[config.mk]
export PLATFORM = sky130hd
export DESIGN_NAME = pid_voltage_regulator_flat
export DESIGN_NICKNAME = d
export VERILOG_FILES = /design/src/rtl/pidvr_pkg.sv /design/src/rtl/pidvr_meas_if.sv /design/src/rtl/pidvr_dac_if.sv /design/src/rtl/pid_voltage_regulator.sv /design/src/flat_wrapper.sv
export SDC_FILE = /design/constraint.sdc
export NUM_CORES = 2
export LEC_CHECK = 0
export ABC_CLOCK_PERIOD_IN_PS = 6850
export BUFFER_PORTS_ARGS = -buffer_cell sky130_fd_sc_hd__buf_4
export CORE_ASPECT_RATIO = 0.75
export CORE_MARGIN = 5
export CORE_UTILIZATION = 60
export CTS_CLUSTER_SIZE = 14
export DETAILED_ROUTE_END_ITERATION = 8
export GPL_TIMING_DRIVEN = 0
export PLACE_DENSITY = 0.79
export SLEW_MARGIN = 10
export SYNTH_ARGS = -nofsm -noshare
export SYNTH_HDL_FRONTEND = slang
export SYNTH_SLANG_ARGS = --single-unit
[constraint.sdc]
create_clock -name clk -period 6.85 [get_ports clk]
set_input_delay 0.3425 -clock clk [delete_from_list [all_inputs] [get_ports clk]]
set_output_delay 0.3425 -clock clk [all_outputs]
set_load 0.02 [all_outputs]
[src/rtl/pidvr_pkg.sv]
// ----------------------------------------------------------------------------
// pidvr_pkg
// Shared types and constants of the PID voltage regulator: field widths,
// register indexes, reset values and the setpoint limit.
// ----------------------------------------------------------------------------
package pidvr_pkg;

    // Field widths fixed by the data formats
    localparam int VOLT_W      = 15;   // unsigned volts, 8 fraction bits
    localparam int GAIN_W      = 16;   // signed gain, 8 fraction bits
    localparam int ERR_W       = 16;   // signed error and derivative
    localparam int CFG_DATA_W  = 16;
    localparam int CFG_INDEX_W = 2;

    // Products carry 16 fraction bits, which are dropped from the drive.
    localparam int DRIVE_SHIFT = 16;

    // Highest setpoint accepted: 75 V with 8 fraction bits.
    localparam logic [VOLT_W-1:0] TARGET_LIMIT = VOLT_W'(75 << 8);

    // Register reset values
    localparam logic [VOLT_W-1:0] TARGET_RESET = '0;
    localparam logic signed [GAIN_W-1:0] GAIN_P_RESET = 16'sd2560;
    localparam logic signed [GAIN_W-1:0] GAIN_I_RESET = 16'sd205;
    localparam logic signed [GAIN_W-1:0] GAIN_D_RESET = 16'sd0;

    // Configuration register indexes
    typedef enum logic [CFG_INDEX_W-1:0] {
        CFG_TARGET_VOLTAGE    = 2'd0,
        CFG_GAIN_PROPORTIONAL = 2'd1,
        CFG_GAIN_INTEGRAL     = 2'd2,
        CFG_GAIN_DERIVATIVE   = 2'd3
    } cfg_reg_t;

endpackage

[src/rtl/pidvr_meas_if.sv]
// ----------------------------------------------------------------------------
// pidvr_meas_if
// Valid/ready channel carrying one measured supply voltage per item.
// ----------------------------------------------------------------------------
interface pidvr_meas_if;
    import pidvr_pkg::*;

    logic              valid;
    logic              ready;
    logic [VOLT_W-1:0] measured_voltage;

    modport source (output valid, output measured_voltage, input ready);
    modport sink   (input valid, input measured_voltage, output ready);

endinterface

[src/rtl/pidvr_dac_if.sv]
// ----------------------------------------------------------------------------
// pidvr_dac_if
// Valid/ready channel carrying one DAC code per item.
// ----------------------------------------------------------------------------
interface pidvr_dac_if #(
    parameter int DAC_BITS = 12
);
    logic                valid;
    logic                ready;
    logic [DAC_BITS-1:0] dac_code;

    modport source (output valid, output dac_code, input ready);
    modport sink   (input valid, input dac_code, output ready);

endinterface

[src/rtl/pid_voltage_regulator.sv]
// ----------------------------------------------------------------------------
// pid_voltage_regulator
// Fixed-point PID regulator turning measured supply voltages into clamped
// DAC codes, with a saturating integral and derivative on the measurement.
// ----------------------------------------------------------------------------
// Usage
// The measurement channel takes one measured voltage per item and the result
// channel returns exactly one DAC code per item, in the same order. Both use
// valid/ready; an item moves on an edge where valid and ready are both high.
// The setpoint and the three gains are written through cfg_we, cfg_index and
// cfg_wdata, by the user only while the block is idle; the block itself
// does not enforce this. A setpoint above 75 V is ignored. Throughput: one
// item per cycle while the receiver keeps ready high. The block is a
// four-register pipeline (input, error/integral, products, result) and each
// register moves on as soon as the one after it is empty or being emptied,
// so the input keeps being accepted while a finished result waits for the
// receiver. When the receiver stalls, the pipeline fills up and ready on the
// measurement channel falls once all four registers hold items.
// Reset clears all valid flags, the integral and the previous measurement,
// and loads the reset values of the setpoint and gains. The derivative of
// the first item after reset is taken against a measurement of zero.
// ----------------------------------------------------------------------------
module pid_voltage_regulator #(
    parameter int DAC_BITS = 12,
    parameter int SUM_BITS = 32
) (
    input  logic                                 clk,
    input  logic                                 rst_n,
    input  logic                                 cfg_we,
    input  logic [pidvr_pkg::CFG_INDEX_W-1:0]    cfg_index,
    input  logic [pidvr_pkg::CFG_DATA_W-1:0]     cfg_wdata,
    pidvr_meas_if.sink                           measurement,
    pidvr_dac_if.source                          result
);
    import pidvr_pkg::*;

    // The drive is the sum of three signed products; the integral term is the
    // widest, and two guard bits cover the sum of three terms.
    localparam int IPROD_W = SUM_BITS + GAIN_W;
    localparam int PROD_W  = GAIN_W + ERR_W;
    localparam int DRV_W   = IPROD_W + 2;

    localparam logic signed [SUM_BITS-1:0] SUM_MAX = {1'b0, {(SUM_BITS-1){1'b1}}};
    localparam logic signed [SUM_BITS-1:0] SUM_MIN = {1'b1, {(SUM_BITS-1){1'b0}}};
    localparam logic [DAC_BITS-1:0]        CODE_MAX = '1;

    // ------------------------------------------------------------------
    // Configuration registers
    // ------------------------------------------------------------------
    logic        [VOLT_W-1:0] target_reg;
    logic signed [GAIN_W-1:0] gain_p_reg;
    logic signed [GAIN_W-1:0] gain_i_reg;
    logic signed [GAIN_W-1:0] gain_d_reg;

    always_ff @(posedge clk or negedge rst_n)
    begin
        if (!rst_n)
        begin
            target_reg <= TARGET_RESET;
            gain_p_reg <= GAIN_P_RESET;
            gain_i_reg <= GAIN_I_RESET;
            gain_d_reg <= GAIN_D_RESET;
        end
        else if (cfg_we)
        begin
            unique case (cfg_reg_t'(cfg_index))
                CFG_TARGET_VOLTAGE:
                begin
                    // Setpoints above the 75 V limit leave the old value.
                    if (cfg_wdata[VOLT_W-1:0] <= TARGET_LIMIT)
                    begin
                        target_reg <= cfg_wdata[VOLT_W-1:0];
                    end
                end
                CFG_GAIN_PROPORTIONAL: gain_p_reg <= $signed(cfg_wdata[GAIN_W-1:0]);
                CFG_GAIN_INTEGRAL:     gain_i_reg <= $signed(cfg_wdata[GAIN_W-1:0]);
                CFG_GAIN_DERIVATIVE:   gain_d_reg <= $signed(cfg_wdata[GAIN_W-1:0]);
                default: ;
            endcase
        end
    end

    // ------------------------------------------------------------------
    // Pipeline flow control. Each stage may load when it is empty or
    // when the stage after it is moving on in the same cycle.
    // ------------------------------------------------------------------
    logic in_valid_reg;
    logic st1_valid_reg;
    logic st2_valid_reg;
    logic out_valid_reg;

    logic out_adv;
    logic st2_adv;
    logic st1_adv;
    logic in_adv;

    assign out_adv = !out_valid_reg || result.ready;
    assign st2_adv = !st2_valid_reg || out_adv;
    assign st1_adv = !st1_valid_reg || st2_adv;
    assign in_adv  = !in_valid_reg  || st1_adv;

    assign measurement.ready = in_adv;

    always_ff @(posedge clk or negedge rst_n)
    begin
        if (!rst_n)
        begin
            in_valid_reg  <= 1'b0;
            st1_valid_reg <= 1'b0;
            st2_valid_reg <= 1'b0;
            out_valid_reg <= 1'b0;
        end
        else
        begin
            if (in_adv)
            begin
                in_valid_reg <= measurement.valid;
            end
            if (st1_adv)
            begin
                st1_valid_reg <= in_valid_reg;
            end
            if (st2_adv)
            begin
                st2_valid_reg <= st1_valid_reg;
            end
            if (out_adv)
            begin
                out_valid_reg <= st2_valid_reg;
            end
        end
    end

    // ------------------------------------------------------------------
    // Input register
    // ------------------------------------------------------------------
    logic [VOLT_W-1:0] meas_reg;

    always_ff @(posedge clk)
    begin
        if (in_adv && measurement.valid)
        begin
            meas_reg <= measurement.measured_voltage;
        end
    end

    // ------------------------------------------------------------------
    // Stage 1: error, derivative on the measurement and saturating
    // integral. The integral and previous measurement are the loop state
    // and are updated as each item passes this stage.
    // ------------------------------------------------------------------
    logic signed [ERR_W-1:0]    err_next;
    logic signed [ERR_W-1:0]    deriv_next;
    logic signed [SUM_BITS:0]   acc_wide;
    logic signed [SUM_BITS-1:0] sum_next;

    logic signed [SUM_BITS-1:0] sum_reg;
    logic        [VOLT_W-1:0]   prev_meas_reg;
    logic signed [ERR_W-1:0]    err_reg;
    logic signed [ERR_W-1:0]    deriv_reg;

    always_comb
    begin
        err_next   = $signed({1'b0, target_reg}) - $signed({1'b0, meas_reg});
        deriv_next = $signed({1'b0, meas_reg}) - $signed({1'b0, prev_meas_reg});
        acc_wide   = $signed({sum_reg[SUM_BITS-1], sum_reg})
                   + $signed({{(SUM_BITS+1-ERR_W){err_next[ERR_W-1]}}, err_next});
        // The two top bits differ only when the add has left the range.
        if (acc_wide[SUM_BITS] != acc_wide[SUM_BITS-1])
        begin
            sum_next = acc_wide[SUM_BITS] ? SUM_MIN : SUM_MAX;
        end
        else
        begin
            sum_next = acc_wide[SUM_BITS-1:0];
        end
    end

    always_ff @(posedge clk or negedge rst_n)
    begin
        if (!rst_n)
        begin
            sum_reg       <= '0;
            prev_meas_reg <= '0;
        end
        else if (st1_adv && in_valid_reg)
        begin
            sum_reg       <= sum_next;
            prev_meas_reg <= meas_reg;
        end
    end

    always_ff @(posedge clk)
    begin
        if (st1_adv && in_valid_reg)
        begin
            err_reg   <= err_next;
            deriv_reg <= deriv_next;
        end
    end

    // ------------------------------------------------------------------
    // Stage 2: the three gain products, each registered on its own.
    // sum_reg already holds this item's integral when it is here.
    // ------------------------------------------------------------------
    logic signed [PROD_W-1:0]  p_prod_reg;
    logic signed [IPROD_W-1:0] i_prod_reg;
    logic signed [PROD_W-1:0]  d_prod_reg;

    always_ff @(posedge clk)
    begin
        if (st2_adv && st1_valid_reg)
        begin
            p_prod_reg <= gain_p_reg * err_reg;
            i_prod_reg <= gain_i_reg * sum_reg;
            d_prod_reg <= gain_d_reg * deriv_reg;
        end
    end

    // ------------------------------------------------------------------
    // Stage 3: sum of the products, fraction bits dropped, and clamp to
    // the DAC range. A negative drive gives code zero.
    // ------------------------------------------------------------------
    logic signed [DRV_W-1:0]   drive;
    logic        [DAC_BITS-1:0] code_next;
    logic        [DAC_BITS-1:0] code_reg;

    always_comb
    begin
        drive = $signed({{(DRV_W-PROD_W){p_prod_reg[PROD_W-1]}}, p_prod_reg})
              + $signed({{(DRV_W-IPROD_W){i_prod_reg[IPROD_W-1]}}, i_prod_reg})
              + $signed({{(DRV_W-PROD_W){d_prod_reg[PROD_W-1]}}, d_prod_reg});
        if (drive[DRV_W-1])
        begin
            code_next = '0;
        end
        else if (|drive[DRV_W-2:DRIVE_SHIFT+DAC_BITS])
        begin
            code_next = CODE_MAX;
        end
        else
        begin
            code_next = drive[DRIVE_SHIFT +: DAC_BITS];
        end
    end

    always_ff @(posedge clk)
    begin
        if (out_adv && st2_valid_reg)
        begin
            code_reg <= code_next;
        end
    end

    assign result.valid    = out_valid_reg;
    assign result.dac_code = code_reg;

    // ------------------------------------------------------------------
    // Assertions
    // ------------------------------------------------------------------
    // An item in the input register always reaches stage 1 when it moves.
    a_in_to_st1: assert property (@(posedge clk) disable iff (!rst_n)
        (in_valid_reg && st1_adv) |=> st1_valid_reg)
        else $error("item lost between input register and stage 1");

    // The previous measurement follows the item that has just passed.
    a_prev_meas: assert property (@(posedge clk) disable iff (!rst_n)
        (in_valid_reg && st1_adv) |=> (prev_meas_reg == $past(meas_reg)))
        else $error("previous measurement not updated");

    // A negative drive must give code zero.
    a_neg_clamp: assert property (@(posedge clk) disable iff (!rst_n)
        (st2_valid_reg && out_adv && drive[DRV_W-1]) |=> (code_reg == '0))
        else $error("negative drive not clamped to zero");

    // With the result register empty the whole pipeline moves, so the
    // measurement channel must be ready.
    a_ready_when_empty: assert property (@(posedge clk) disable iff (!rst_n)
        !out_valid_reg |-> measurement.ready)
        else $error("input stalled while result register empty");

endmodule
[src/flat_wrapper.sv]
// flat-port wrapper written by rule: the top's interface ports become plain ports
module pid_voltage_regulator_flat import pidvr_pkg::*;
#(
    parameter int DAC_BITS = 12,
    parameter int SUM_BITS = 32
)
  (clk, rst_n, cfg_we, cfg_index, cfg_wdata, measurement_valid, measurement_measured_voltage, measurement_ready, result_valid, result_dac_code, result_ready);
  pidvr_meas_if measurement_i ();
  pidvr_dac_if #(.DAC_BITS(DAC_BITS)) result_i ();
  input  logic clk;
  input  logic rst_n;
  input  logic cfg_we;
  input  logic [pidvr_pkg::CFG_INDEX_W-1:0] cfg_index;
  input  logic [pidvr_pkg::CFG_DATA_W-1:0] cfg_wdata;
  input wire logic [$bits(measurement_i.valid)-1:0] measurement_valid;
  input wire logic [$bits(measurement_i.measured_voltage)-1:0] measurement_measured_voltage;
  output wire logic [$bits(measurement_i.ready)-1:0] measurement_ready;
  output wire logic [$bits(result_i.valid)-1:0] result_valid;
  output wire logic [$bits(result_i.dac_code)-1:0] result_dac_code;
  input wire logic [$bits(result_i.ready)-1:0] result_ready;
  assign measurement_i.valid = measurement_valid;
  assign measurement_i.measured_voltage = measurement_measured_voltage;
  assign measurement_ready = measurement_i.ready;
  assign result_valid = result_i.valid;
  assign result_dac_code = result_i.dac_code;
  assign result_i.ready = result_ready;
  pid_voltage_regulator #(.DAC_BITS(DAC_BITS), .SUM_BITS(SUM_BITS)) u_core (.clk(clk), .rst_n(rst_n), .cfg_we(cfg_we), .cfg_index(cfg_index), .cfg_wdata(cfg_wdata), .measurement(measurement_i), .result(result_i));
endmodule
==> impl_metrics.py <==
metrics = {
    "worst_hold_path": {
        "hold_depth": 2,
        "hold_path.class": "input pin to flop",
    },
    "synth": {
        "syn_nets": 6921,
        "yosysSeqAreaShare_pct": 15.2,
        "synth_edf_count": 171,
        "netlist_instances": 5435,
        "yosysTopAreaCellShare_pct": 40.3,
        "yosysTopAreaCell": "fa_1",
        "ys.warnings.count": 0,
        "synth_seq_cells": 285,
        "syn_area_sq_um": 52600,
        "synth_cell_types": 84,
        "async_flop_share_pct": 40.0,
        "syn_area_per_cell_sq_um": 9.68,
        "synth_flop_cell": "edfxtp_1",
        "synth_area_leaders": "fa_1 40%, edfxtp_1 9.8%, ha_1 9.2%",
    },
    "placement": {
        "dp_slack_ps": -1580,
        "portBuffers": 51,
        "gp_congestion": 1.02,
        "hpwl_mm": 121,
    },
    "global_routing": {
        "grt_usage_pct": 33.2,
        "grt-ovfl-total": 0,
        "grt_first_pass_wirelength_mm": 240,
        "grt_max_degree": 65,
        "antenna_found_initial": 12,
        "grt_pass1_vias": 41903,
    },
    "finish": {
        "syn2layout_area_growth_pct": 12.3,
        "layout-drive-gt1-share_pct": 13.1,
        "largest_register_ffs": 48,
        "nets": 7210,
    },
    "sta": {
        "post-route-period-util_pct": 102,
        "worst_slew_pin_slew_ps": 1300,
        "final_hold_viol_count": 0,
        "finalSetupViolCount": 2,
        "rsz0062_at_grt": "true",
        "period_needed_ps": 6970,
        "drv_slew": 0,
        "fin_skew_ps": 19.2,
        "slew_headroom_pct": 12.6,
        "fin_ws_ps": -119,
        "clock.fmax_ghz": 0.143,
        "fin_setup_tns_ps": -205,
    },
    "clock_tree": {
        "clk_latency_ps": 600,
        "htreeDepth": 1,
        "ctsRootBufferMaster": "clkbuf_16",
        "cts_sinks": 285,
        "max-clock-path-buffers": 3,
        "cts_tree": "built",
        "clkTransAtPathRegs_ps": 70,
        "cts_made_buffers": 29,
    },
    "setup_path": {
        "worstPathMaxFanout": 10,
        "worst_setup_path_start_kind": "flop",
        "worst-setup-path-type": "flop to flop",
        "worstPathArrival_ps": 7310,
        "end_kind": "flop",
        "cp.required_ps": 7190,
        "reg2reg_depth": 24,
    },
    "detailed_routing": {
        "avgViaCountPerCell": 5.90,
        "routed.top_layer": "met5",
        "wl_met2_mm": 66.5,
        "drt-total-wl_mm": 157,
        "met1_length_mm": 59.6,
        "drt-initial-drc-count": 4429,
        "wire_per_inst_um": 22.8,
        "drc": 0,
        "ant_nets": 0,
        "first_pass_iters": 8,
        "vias": 40745,
        "met3_length_mm": 22.8,
    },
    "floorplanning": {
        "start_util_pct": 60.2,
        "core_area_sq_um": 87400,
        "ios": 52,
        "die_area_sq_um": 93800,
        "num_rows": 94,
        "die_h_um": 267,
        "die_x_um": 352,
    },
    "run_status": {
        "violations": "setup timing",
        "status": "complete, but fails checks",
    },
    "job": {
        "maxCapViolCount": 0,
    },
}
==> cell families (layout without fill, tap and decap cells) <==
logic type / Yosys count / count (layout) / synth area share (%)
DFF: 285 / 285 / 15.2
buffers and inverters: 1379 / 1690 / 9.85
other: 0 / 7 / 0
muxes: 70 / 70 / 1.48
and+or+nand+nor: 1458 / 1458 / 13.3
xor gates and xnor gates: 183 / 183 / 3.06
adders and majority gates: 1472 / 1472 / 50.0
AOI/OAI and AO/OA: 588 / 588 / 7.13
==> worst max-delay path, stage by stage (launching register included) <==
cell	delay (ps)
dfrtp_2	530
buf_4	280
nand2_1	110
fa_1	530
inv_1	50
fa_1	470
fa_1	570
fa_2	440
fa_1	480
inv_1	50
fa_1	500
inv_1	50
ha_1	200
a21o_1	200
a21o_1	190
a21o_1	180
a21o_1	210
nand3b_1	210
a31oi_2	280
a21oi_4	90
a41o_4	300
a221oi_4	320
o21bai_1	150
a21oi_2	200
xnor2_2	90
==> Yosys cell counts (4+ instances only) <==
master	n
and4_1	8
o21ai_1	48
o31ai_1	5
xnor2_1	125
and2_1	402
nand4_1	14
nand2b_1	45
nor3b_1	4
nand3_1	36
nor2b_1	21
o21ba_2	4
o21bai_1	18
o31a_1	6
dfstp_2	7
a31oi_1	19
ha_1	388
o211ai_1	6
o211a_1	4
or2_2	7
maj3_1	20
a211oi_1	10
clkbuf_1	167
a2111oi_0	6
xor2_1	57
and3_1	10
nor2_1	146
mux2_2	64
nor4_1	8
fa_1	1060
mux2i_1	6
inv_1	1201
buf_2	5
o21ai_0	106
a21oi_1	161
nand3b_1	6
edfxtp_1	171
a21boi_0	11
a21o_1	98
nand2_1	698
nor3_1	26
a211o_1	7
maj3_2	4
or3_1	15
o21a_1	35
dfrtp_1	107
==> placed cells by master, fill, tap and decap left out, types with 15 or more instances in the layout <==
cell type / count
clkbuf_16: 34
a21o_1: 98
buf_6: 29
ha_1: 360
ha_4: 23
a21oi_1: 139
clkbuf_2: 29
nand3_1: 34
xor2_1: 54
buf_8: 15
nor3_1: 24
a31oi_1: 16
o21ai_1: 49
fa_1: 1038
xnor2_1: 117
dlygate4sd3_1: 17
edfxtp_1: 171
dfrtp_2: 57
nor2_1: 146
inv_1: 1174
nand2_2: 16
clkbuf_4: 43
a21oi_2: 16
o21ai_0: 97
nor2b_1: 20
or3_1: 15
buf_4: 226
clkbuf_1: 42
inv_2: 28
mux2_2: 64
nand2_1: 679
dfrtp_1: 50
o21bai_1: 18
and2_1: 398
fa_2: 22
nand2b_1: 45
maj3_1: 20
o21a_1: 34
==> layout make-up <==
cell class | instances | area (sq um)
plain buffers | 171 | 1300
diodes | 7 | 17.5
clock inverters | 13 | 191
clock buffers | 40 | 797
well taps | 1152 | 1440
multi-input cells | 3771 | 40500
fillers | 6281 | 28300
repair buffers | 261 | 2270
flip-flops and latches | 285 | 8080
inverters | 1205 | 4530
==> what timing repair did <==
item	in CTS	in global routing
pin swaps	21	117
setup buffers	72	110
resized for setup	328	338
endpoints found under the hold margin	65	0
cloned	2	4
endpoints found under the setup margin	54	59
hold buffers	17	0
==> worst paths after layout <==
kind / from / endpoint / slack (ps)
worst min register to register: u_core.prev_meas_reg[2] / u_core.prev_meas_reg[2] / 490
worst max-delay path: u_core.sum_reg[14] / u_core.i_prod_reg[44] / -120
min in group asynchronous: rst_n / u_core.st2_valid_reg / 330
worst min-delay path: cfg_wdata[1] / u_core.gain_d_reg[1] / 90
max in group asynchronous: rst_n / u_core.gain_p_reg[9] / 5690
worst max register to register: u_core.sum_reg[14] / u_core.i_prod_reg[44] / -120
==> per-layer routing <==
metal	vias to the layer above	track usage, %
met5	-	0
met4	20	11.7
met3	543	11.1
met2	2584	48.5
met1	20387	46.8
li1	17211	-
==> through the flow <==
step / std cells / hold WS (ps) / util, % / cell area [sq um]
2_1_floorplan: 5435 / 46.9 / - / 52600
3_3_place_gp: 6638 / 465 / 62.3 / 54500
3_5_place_dp: 6642 / 343 / 62.4 / 54600
5_1_grt: 6898 / 76.3 / 67.6 / 59100
4_1_cts: 6785 / 61.7 / 65.6 / 57300
6_report: 6905 / 88.7 / 67.6 / 59100
Power is left out: the tool's default activity adds up to more than one toggle a clock period on the data nets, which glitch-free logic cannot reach.
